--- src/rtl/ubxfr_pkg.sv ---
// Shared types and constants of the UBX frame receiver.
package ubxfr_pkg;

    // Frame markers.
    localparam logic [7:0] SYNC_FIRST  = 8'hB5;
    localparam logic [7:0] SYNC_SECOND = 8'h62;
    localparam logic [7:0] IDLE_BYTE   = 8'hFF;

    // Idle limit after reset.
    localparam logic [7:0] IDLE_LIMIT_RESET = 8'd200;

    // Largest payload accepted, and the width of a length that fits it.
    localparam int MAX_PAYLOAD = 1024;
    localparam int LEN_W       = $clog2(MAX_PAYLOAD + 1);
    localparam logic [15:0] MAX_LEN16 = 16'(MAX_PAYLOAD);

    // Width of the reported payload position.
    localparam int IDX_W = 10;

    // Result kinds.
    typedef enum logic [2:0] {
        KIND_DATA    = 3'd0,
        KIND_GOOD    = 3'd1,
        KIND_CKERR   = 3'd2,
        KIND_TIMEOUT = 3'd3,
        KIND_TOOLONG = 3'd4
    } kind_t;

    // One result item, with a flag that says whether the byte made one.
    typedef struct packed {
        logic             valid;
        kind_t            kind;
        logic [7:0]       msg_class;
        logic [7:0]       msg_id;
        logic [7:0]       data_byte;
        logic [IDX_W-1:0] byte_index;
        logic             frame_last;
    } res_t;

endpackage

--- src/rtl/ubxfr_parser.sv ---
// Frame parser: sync hunt, header capture, Fletcher-8 sums and result build.
module ubxfr_parser (
    input  logic              clk,
    input  logic              rst_n,
    input  logic              fire,
    input  logic [7:0]        rx_byte,
    input  logic [7:0]        idle_limit,
    output ubxfr_pkg::res_t   res
);
    import ubxfr_pkg::*;

    typedef enum logic [2:0] {
        PH_SYNC1   = 3'd0,
        PH_SYNC2   = 3'd1,
        PH_CLASS   = 3'd2,
        PH_ID      = 3'd3,
        PH_LEN_LO  = 3'd4,
        PH_LEN_HI  = 3'd5,
        PH_PAYLOAD = 3'd6,
        PH_CKA     = 3'd7
    } phase_t;

    // A separate flag marks the second check byte so that the phase fits
    // its eight codes; it is set only while the phase stays at PH_CKA.
    phase_t           phase_reg, phase_next;
    logic             ckb_reg, ckb_next;
    logic [7:0]       idle_count_reg, idle_count_next;
    logic [7:0]       sum_a_reg, sum_a_next;
    logic [7:0]       sum_b_reg, sum_b_next;
    logic [7:0]       class_reg, class_next;
    logic [7:0]       id_reg, id_next;
    logic [7:0]       len_lo_reg, len_lo_next;
    logic [LEN_W-1:0] len_reg, len_next;
    logic [LEN_W-1:0] pos_reg, pos_next;
    logic [7:0]       ck_a_reg, ck_a_next;

    logic [7:0]       sum_a_add;
    logic [7:0]       sum_b_add;
    logic [7:0]       idle_inc;
    logic [15:0]      len_full;
    logic [LEN_W-1:0] pos_inc;

    // Running sums for the byte at hand.
    assign sum_a_add = sum_a_reg + rx_byte;
    assign sum_b_add = sum_b_reg + sum_a_add;
    assign idle_inc  = (idle_count_reg == 8'hFF) ? idle_count_reg : idle_count_reg + 8'd1;
    assign len_full  = {rx_byte, len_lo_reg};
    assign pos_inc   = pos_reg + LEN_W'(1);

    // Next state and result for one byte.
    always_comb
    begin
        phase_next      = phase_reg;
        ckb_next        = ckb_reg;
        idle_count_next = idle_count_reg;
        sum_a_next      = sum_a_reg;
        sum_b_next      = sum_b_reg;
        class_next      = class_reg;
        id_next         = id_reg;
        len_lo_next     = len_lo_reg;
        len_next        = len_reg;
        pos_next        = pos_reg;
        ck_a_next       = ck_a_reg;
        res             = '0;

        case (phase_reg)
            PH_SYNC1:
            begin
                if (rx_byte == SYNC_FIRST)
                begin
                    phase_next = PH_SYNC2;
                end
                else if (rx_byte == IDLE_BYTE)
                begin
                    idle_count_next = idle_inc;
                    if (idle_inc >= idle_limit)
                    begin
                        idle_count_next = '0;
                        res.valid       = 1'b1;
                        res.kind        = KIND_TIMEOUT;
                        res.frame_last  = 1'b1;
                    end
                end
            end
            PH_SYNC2:
            begin
                if (rx_byte == SYNC_SECOND)
                begin
                    idle_count_next = '0;
                    sum_a_next      = '0;
                    sum_b_next      = '0;
                    phase_next      = PH_CLASS;
                end
                else
                begin
                    phase_next = PH_SYNC1;
                end
            end
            PH_CLASS:
            begin
                class_next = rx_byte;
                sum_a_next = sum_a_add;
                sum_b_next = sum_b_add;
                phase_next = PH_ID;
            end
            PH_ID:
            begin
                id_next    = rx_byte;
                sum_a_next = sum_a_add;
                sum_b_next = sum_b_add;
                phase_next = PH_LEN_LO;
            end
            PH_LEN_LO:
            begin
                len_lo_next = rx_byte;
                sum_a_next  = sum_a_add;
                sum_b_next  = sum_b_add;
                phase_next  = PH_LEN_HI;
            end
            PH_LEN_HI:
            begin
                sum_a_next = sum_a_add;
                sum_b_next = sum_b_add;
                pos_next   = '0;
                len_next   = LEN_W'(len_full);
                if (len_full > MAX_LEN16)
                begin
                    res.valid      = 1'b1;
                    res.kind       = KIND_TOOLONG;
                    res.msg_class  = class_reg;
                    res.msg_id     = id_reg;
                    res.frame_last = 1'b1;
                    phase_next     = PH_SYNC1;
                end
                else if (len_full == 16'd0)
                begin
                    phase_next = PH_CKA;
                end
                else
                begin
                    phase_next = PH_PAYLOAD;
                end
            end
            PH_PAYLOAD:
            begin
                sum_a_next     = sum_a_add;
                sum_b_next     = sum_b_add;
                res.valid      = 1'b1;
                res.kind       = KIND_DATA;
                res.msg_class  = class_reg;
                res.msg_id     = id_reg;
                res.data_byte  = rx_byte;
                res.byte_index = IDX_W'(pos_reg);
                pos_next       = pos_inc;
                if (pos_inc >= len_reg)
                begin
                    phase_next = PH_CKA;
                end
            end
            PH_CKA:
            begin
                if (!ckb_reg)
                begin
                    // First check byte: hold it for the compare.
                    ck_a_next = rx_byte;
                    ckb_next  = 1'b1;
                end
                else
                begin
                    // Second check byte closes the frame.
                    res.valid      = 1'b1;
                    res.msg_class  = class_reg;
                    res.msg_id     = id_reg;
                    res.frame_last = 1'b1;
                    res.kind       = (ck_a_reg == sum_a_reg && rx_byte == sum_b_reg) ?
                                     KIND_GOOD : KIND_CKERR;
                    ckb_next       = 1'b0;
                    phase_next     = PH_SYNC1;
                end
            end
            default:
            begin
                phase_next = PH_SYNC1;
            end
        endcase
    end

    // Parser state.
    always_ff @(posedge clk or negedge rst_n)
    begin
        if (!rst_n)
        begin
            phase_reg      <= PH_SYNC1;
            ckb_reg        <= 1'b0;
            idle_count_reg <= '0;
            sum_a_reg      <= '0;
            sum_b_reg      <= '0;
            class_reg      <= '0;
            id_reg         <= '0;
            len_lo_reg     <= '0;
            len_reg        <= '0;
            pos_reg        <= '0;
            ck_a_reg       <= '0;
        end
        else if (fire)
        begin
            phase_reg      <= phase_next;
            ckb_reg        <= ckb_next;
            idle_count_reg <= idle_count_next;
            sum_a_reg      <= sum_a_next;
            sum_b_reg      <= sum_b_next;
            class_reg      <= class_next;
            id_reg         <= id_next;
            len_lo_reg     <= len_lo_next;
            len_reg        <= len_next;
            pos_reg        <= pos_next;
            ck_a_reg       <= ck_a_next;
        end
    end

    // A completed sync pair starts the sums from zero and clears the idle count.
    a_sync_clears: assert property (@(posedge clk) disable iff (!rst_n)
        fire && phase_reg == PH_SYNC2 && rx_byte == SYNC_SECOND
        |=> sum_a_reg == 8'd0 && sum_b_reg == 8'd0 && idle_count_reg == 8'd0)
        else $error("sync pair did not clear the sums and idle count");

    // Inside the payload the position stays below an accepted length.
    a_pos_in_range: assert property (@(posedge clk) disable iff (!rst_n)
        phase_reg == PH_PAYLOAD |-> pos_reg < len_reg && len_reg <= LEN_W'(MAX_PAYLOAD))
        else $error("payload position or length out of range");

    // Only status results end a frame.
    a_last_marks_status: assert property (@(posedge clk) disable iff (!rst_n)
        fire && res.valid |-> res.frame_last == (res.kind != KIND_DATA))
        else $error("frame_last does not match the result kind");

    // The second check byte flag is only ever set while waiting for check bytes.
    a_ckb_phase: assert property (@(posedge clk) disable iff (!rst_n)
        ckb_reg |-> phase_reg == PH_CKA)
        else $error("check byte flag set outside the check phase");

endmodule

--- src/rtl/ubx_frame_receiver_core.sv ---
// Top level of the UBX frame receiver: stream ports, idle limit register, item stages.
//
// Usage:
//   Raw link bytes enter on the s_axis channel, one byte per item. Each byte
//   is parsed for the UBX sync pair, header, payload and Fletcher-8 check.
//   Results leave on the m_axis channel: a payload byte item for every
//   payload byte, and a status item (frame good, checksum error, idle
//   timeout, length too large) with tlast high. Header and first check bytes
//   and hunting bytes without a timeout produce no result.
//   A result passes through one input register, then the parser logic feeds the
//   output register. Throughput is one byte per cycle while the output is not
//   stalled; the parser and its state registers handle each byte as it leaves
//   the input register.
//   When m_axis_tready is low with a result waiting, the input register
//   still takes one more byte, then s_axis_tready drops until the result
//   is taken.
//   The user must write the idle limit with cfg_we/cfg_wdata only while the block
//   is idle; the block itself does not enforce this. Reset clears the stages,
//   returns the parser to hunting for sync and sets the idle limit to 200.
module ubx_frame_receiver_core (
    input  logic        clk,
    input  logic        rst_n,
    // Input items: rx_byte [7:0].
    input  logic        s_axis_tvalid,
    output logic        s_axis_tready,
    input  logic [7:0]  s_axis_tdata,
    // Result items: msg_class [7:0], msg_id [15:8], data_byte [23:16],
    // byte_index [33:24], zero [39:34].
    output logic        m_axis_tvalid,
    input  logic        m_axis_tready,
    output logic [39:0] m_axis_tdata,
    // kind [2:0].
    output logic [2:0]  m_axis_tuser,
    output logic        m_axis_tlast,
    // Idle limit register write.
    input  logic        cfg_we,
    input  logic [7:0]  cfg_wdata
);
    import ubxfr_pkg::*;

    logic       in_valid_reg, in_valid_next;
    logic [7:0] in_byte_reg;
    logic       out_valid_reg, out_valid_next;
    res_t       out_res_reg;
    logic [7:0] idle_limit_reg;
    logic       advance;
    res_t       res;

    // The input register moves on when the output register is free or being emptied.
    assign advance       = in_valid_reg && (!out_valid_reg || m_axis_tready);
    assign s_axis_tready = !in_valid_reg || advance;

    assign in_valid_next  = (s_axis_tvalid && s_axis_tready) || (in_valid_reg && !advance);
    assign out_valid_next = advance ? res.valid : (out_valid_reg && !m_axis_tready);

    ubxfr_parser u_parser (
        .clk        (clk),
        .rst_n      (rst_n),
        .fire       (advance),
        .rx_byte    (in_byte_reg),
        .idle_limit (idle_limit_reg),
        .res        (res)
    );

    // Control state and the idle limit register.
    always_ff @(posedge clk or negedge rst_n)
    begin
        if (!rst_n)
        begin
            in_valid_reg   <= 1'b0;
            out_valid_reg  <= 1'b0;
            idle_limit_reg <= IDLE_LIMIT_RESET;
        end
        else
        begin
            in_valid_reg  <= in_valid_next;
            out_valid_reg <= out_valid_next;
            if (cfg_we)
            begin
                idle_limit_reg <= cfg_wdata;
            end
        end
    end

    // Payload registers of both stages.
    always_ff @(posedge clk)
    begin
        if (s_axis_tvalid && s_axis_tready)
        begin
            in_byte_reg <= s_axis_tdata;
        end
        if (advance && res.valid)
        begin
            out_res_reg <= res;
        end
    end

    // Result packing.
    assign m_axis_tvalid = out_valid_reg;
    assign m_axis_tdata  = {6'd0, out_res_reg.byte_index, out_res_reg.data_byte,
                            out_res_reg.msg_id, out_res_reg.msg_class};
    assign m_axis_tuser  = out_res_reg.kind;
    assign m_axis_tlast  = out_res_reg.frame_last;

endmodule

--- config.mk ---
export PLATFORM = sky130hd
export DESIGN_NAME = ubx_frame_receiver_core
export DESIGN_NICKNAME = d
export VERILOG_FILES = /design/src/rtl/ubxfr_pkg.sv /design/src/rtl/ubxfr_parser.sv /design/src/rtl/ubx_frame_receiver_core.sv
export SDC_FILE = /design/constraint.sdc
export NUM_CORES = 1
export LEC_CHECK = 0
export ABC_AREA = 0
export BUFFER_PORTS_ARGS = -buffer_cell sky130_fd_sc_hd__buf_4
export CAP_MARGIN = 20
export CORE_ASPECT_RATIO = 1.75
export CORE_MARGIN = 10
export CORE_UTILIZATION = 45
export CTS_BUF_LIST = sky130_fd_sc_hd__clkbuf_4 sky130_fd_sc_hd__clkbuf_8
export DETAILED_ROUTE_END_ITERATION = 6
export PLACE_DENSITY = 0.71
export SLEW_MARGIN = 40
export SYNTH_ARGS = -nofsm -noshare
export SYNTH_HDL_FRONTEND = slang
export SYNTH_SLANG_ARGS = --single-unit
export TNS_END_PERCENT = 20
--- constraint.sdc ---
create_clock -name clk -period 4.4 [get_ports clk]
set_clock_uncertainty 0.05 [all_clocks]
set_input_delay 0.22 -clock clk [delete_from_list [all_inputs] [get_ports clk]]
set_output_delay 0.22 -clock clk [all_outputs]
set_load 0.05 [all_outputs]
==> summary.md <==
| Metric | Value |
|---|---|
| Slowest cell on the critical path | sky130_fd_sc_hd__buf_4 |
| Unrepaired setup endpoints after global routing | false |
| Worst-Skew Late Latency | 430 ps |
| Number of enable-type register cells in the synthesized netlist | 46 |
| Setup Fix Bufs, Post-CTS | 0 |
| Setup slack, reg-to-reg | 690 ps |
| Average detailed-routed wire length per instance | 17.0 um |
| DR pass1 iterations | 5 |
| Boundary pin count | 67 |
| Pre-CTS WS | 791 ps |
| Post-layout min period | 3710 ps |
| Placer's final routability congestion estimate | 0.860 |
| First-pass GRT wire length | 25.3 mm |
| Total length of routed wires | 15.0 mm |
| Post-Synthesis Cells | 602 |
| Vias per Instance | 5.47 |
| Number of DRC markers after the initial detailed-route iteration | 310 |
| Startpoint-to-endpoint class of the critical path | reg2reg |
| Arrival time worst endpoint | 3730 ps |
| Total track usage | 14.8% |
| Result of the run | finished, final reports clean |
| Portion of synthesized cell area occupied by the leading cell type | 32.2% |
| Number of clock sinks | 138 |
| DIE HEIGHT | 184 um |
| VDD IR-drop max | 0.000225 V |
| Total setup violations reported at the end of the flow | 0 |
| Number of CTS-inserted buffers | 17 |
| Critical path fanouts, max | 38 |
| Number of buffers inserted by port buffering | 60 |
| Largest register FFs | 34 |
| Share of synthesized flip-flops with an asynchronous set or reset | 66.7% |
| CTS Buffer Depth | 2 |
| Critical path, cell by cell | ha_1 > nand2_1 > nor2_1 > nand3_1 > nand4_1 > xnor2_1 > ha_1 > nand2_1 > o21ai_0 > a31o_2 > nand2_1 > a221oi_4 > buf_4 |
| Avg Synthesized Cell Area | 11.5 um2 |
| Number of standard cells in the layout, taps in and fillers out | 884 |
| Smallest setup slack after layout | 691 ps |
| Pleak | 3.78 nW |
| Via count | 4,836 |
| Area Overhead vs Synth | 19.2% |
| Family with the most delay on the worst path | simple AND/OR/NAND/NOR gates |
| Antenna violations before repair | 0 |
| Congestion Overflow GR | 0 |
| Slew at the pin with the worst max-slew slack | 702 ps |
| Cell area after synthesis | 6920 um2 |
| Total inserted antenna cells | 0 |
| Placed Cells incl. Taps | 831 |
| Worst setup SP type | flop |
| Synth unique cells | 55 |
| Library cell occupying the most area in the post-synthesis netlist | sky130_fd_sc_hd__dfrtp_1 |
| Final period util | 84.3% |
| Root buffer selected by CTS | sky130_fd_sc_hd__clkbuf_8 |
| Fraction of final layout cells sized beyond drive strength 1 | 22.5% |
| Biggest area contributors in the synthesized netlist | sky130_fd_sc_hd__dfrtp_1 (32%), sky130_fd_sc_hd__edfxtp_1 (20%), sky130_fd_sc_hd__mux2_2 (7.3%), sky130_fd_sc_hd__ha_1 (6.3%), sky130_fd_sc_hd__xnor2_1 (3.7%) |
| Total number of H-tree levels | 4 |
| Most common flop cell mapped by yosys | sky130_fd_sc_hd__dfrtp_1 |
| Sum of net half-perimeters after detailed placement | 11.0 mm |
| Crit path capture type | flop |
| CP max stage delay | 470 ps |
| Seq/Total Area, Yosys | 53.3% |
| Die area | 20,900 um2 |
| Count of state elements after synthesis | 138 |
| Number of warnings reported in the yosys synthesis log | 0 |
| Clock-pin slew on the worst setup and hold paths | 80 ps |
| Number of buffers and inverters on the critical path | 1 |
| Final hold violations | 0 |
| Fin. max-slew vios | 0 |
| Initial cell density of the core | 46.2% |
| Number of max-cap violations | 0 |
| Core area | 15,000 um2 |
| Max-Slew Margin vs Limit | 52.9% |
| CTS tree | built |
| Power per cell area | 407 nW/um2 |
| Endpoint required time on the critical path | 4420 ps |
| Cts hold-fix bufs | 21 |
| Class of the most critical hold timing path | in2reg |
| Count of nets left with antenna violations after detail routing | 0 |
| Die width | 114 um |
| Highest Clock Rate | 0.270 GHz |
| Maximum number of pins on one net before global-route repair | 53 |
| Most used cell, CP | sky130_fd_sc_hd__nand2_1 |
| Number of nets in the final layout | 746 |
| Post-CTS resize count | 0 |
| Total Negative Setup Slacks | 0 ps |
| Vias in the first global route | 5,133 |
| Row count | 59 |
| Remaining routing DRC violations | 0 |
metrics by stage:
stage	area [um2]	power, mW	util, %	hold WS, ps
2_1_floorplan	6940	1.97	-	-126
3_3_place_gp	7550	2.09	50.4	193
3_5_place_dp	7550	2.13	50.4	200
4_1_cts	8250	3.38	55.1	6.08
5_1_grt	8250	3.52	55.1	39.9
6_report	8250	3.36	55.1	27.2
cells by family after synthesis:
logic type                 count (synthesis)  synth area share [%]
AOI/OAI and AO/OA                        107                  10.1
and+or+nand+nor                          180                  13.8
other                                      1                0.0542
buffers and inverters                     54                  3.49
DFF                                      138                  53.3
muxes                                     47                  7.61
xor gates and xnor gates                  38                  4.81
adders and majority gates                 37                  6.91
cells in the final DEF (no fill, tap or decap), drive strengths merged, types with 3 or more instances in the layout:
cell type,Yosys,routed
dfrtp,89,89
buf,12,68
nand2,48,48
edfxtp,46,46
mux2,45,45
o21ai,40,40
ha,35,35
xnor2,29,29
nor2,29,29
inv,27,28
and2,22,22
dlygate4sd3,0,21
a21oi,20,20
nand3,19,19
clkbuf,15,18
a22o,16,16
nor2b,14,14
and3,11,11
a21o,9,9
xor2,9,9
nand4,7,7
o21a,6,6
conb,1,6
bufinv,0,6
clkinv,0,6
nor3,6,6
nor4,5,5
nand2b,4,4
or3,4,4
and2b,4,4
o31ai,3,3
dfstp,3,3
per-layer routing:
| layer | vias to the layer above | track usage (%) | part of all wire, % |
|---|---|---|---|
| met5 | - | 0 | 0 |
| met3 | 16 | 3.69 | 4.7 |
| met2 | 121 | 27.5 | 56 |
| met1 | 2399 | 15.7 | 38 |
| met4 | 0 | 4.99 | 1.4 |
| li1 | 2300 | - | - |
final timing paths:
path,start,endpoint,cells past startpoint
worst max-delay path,u_parser.idle_count_reg[0]$_DFFE_PN0P_,m_axis_tdata[32]$_SDFFCE_PN0P_,13
worst min-delay path,cfg_we,idle_limit_reg[1]$_DFFE_PN0P_,2
worst max register to register,u_parser.idle_count_reg[0]$_DFFE_PN0P_,m_axis_tdata[32]$_SDFFCE_PN0P_,13
worst min register to register,u_parser.class_reg[1]$_DFFE_PN0P_,u_parser.class_reg[1]$_DFFE_PN0P_,1
max in group asynchronous,rst_n,u_parser.ck_a_reg[3]$_DFFE_PN0P_,3
min in group asynchronous,rst_n,u_parser.pos_reg[1]$_DFFE_PN0P_,2
worst reg2reg max path, stage by stage (launching register included):
cell and delay (ps):
sky130_fd_sc_hd__dfrtp_1 450, sky130_fd_sc_hd__ha_1 280, sky130_fd_sc_hd__nand2_1 70, sky130_fd_sc_hd__nor2_1 220
sky130_fd_sc_hd__nand3_1 240, sky130_fd_sc_hd__nand4_1 210, sky130_fd_sc_hd__xnor2_1 110, sky130_fd_sc_hd__ha_1 310
sky130_fd_sc_hd__nand2_1 60, sky130_fd_sc_hd__o21ai_0 200, sky130_fd_sc_hd__a31o_2 220, sky130_fd_sc_hd__nand2_1 130
sky130_fd_sc_hd__a221oi_4 330, sky130_fd_sc_hd__buf_4 470
cell type report:
type / count / area (um2)
inverter: 27 / 101
clock buffer: 18 / 241
timing repair buffer: 89 / 721
multi-input combinational: 415 / 3030
clock inverter: 14 / 245
tap: 183 / 229
sequential: 138 / 3690
fill: 1250 / 6730
Yosys cell counts (5+ instances only):
| cell type | n |
|---|---|
| sky130_fd_sc_hd__xor2_1 | 9 |
| sky130_fd_sc_hd__a22o_1 | 16 |
| sky130_fd_sc_hd__mux2_2 | 45 |
| sky130_fd_sc_hd__and2_1 | 22 |
| sky130_fd_sc_hd__o21a_1 | 6 |
| sky130_fd_sc_hd__xnor2_1 | 29 |
| sky130_fd_sc_hd__o21ai_0 | 40 |
| sky130_fd_sc_hd__nor2_1 | 27 |
| sky130_fd_sc_hd__nor2b_1 | 14 |
| sky130_fd_sc_hd__a21oi_1 | 19 |
| sky130_fd_sc_hd__nand2_1 | 48 |
| sky130_fd_sc_hd__nor4_1 | 5 |
| sky130_fd_sc_hd__nand3_1 | 18 |
| sky130_fd_sc_hd__buf_4 | 7 |
| sky130_fd_sc_hd__a21o_1 | 9 |
| sky130_fd_sc_hd__edfxtp_1 | 46 |
| sky130_fd_sc_hd__clkbuf_1 | 15 |
| sky130_fd_sc_hd__nand4_1 | 7 |
| sky130_fd_sc_hd__dfrtp_1 | 89 |
| sky130_fd_sc_hd__and3_1 | 11 |
| sky130_fd_sc_hd__ha_1 | 35 |
| sky130_fd_sc_hd__inv_1 | 27 |
where the power goes:
part | internal (mW) | total (mW) | leakage (nW) | switching [mW]
Clock | 0.743 | 1.24 | 0.241 | 0.496
Combinational | 0.295 | 0.616 | 1.86 | 0.321
Sequential | 1.41 | 1.50 | 1.68 | 0.0975
Power figures use the tool's default switching activity.
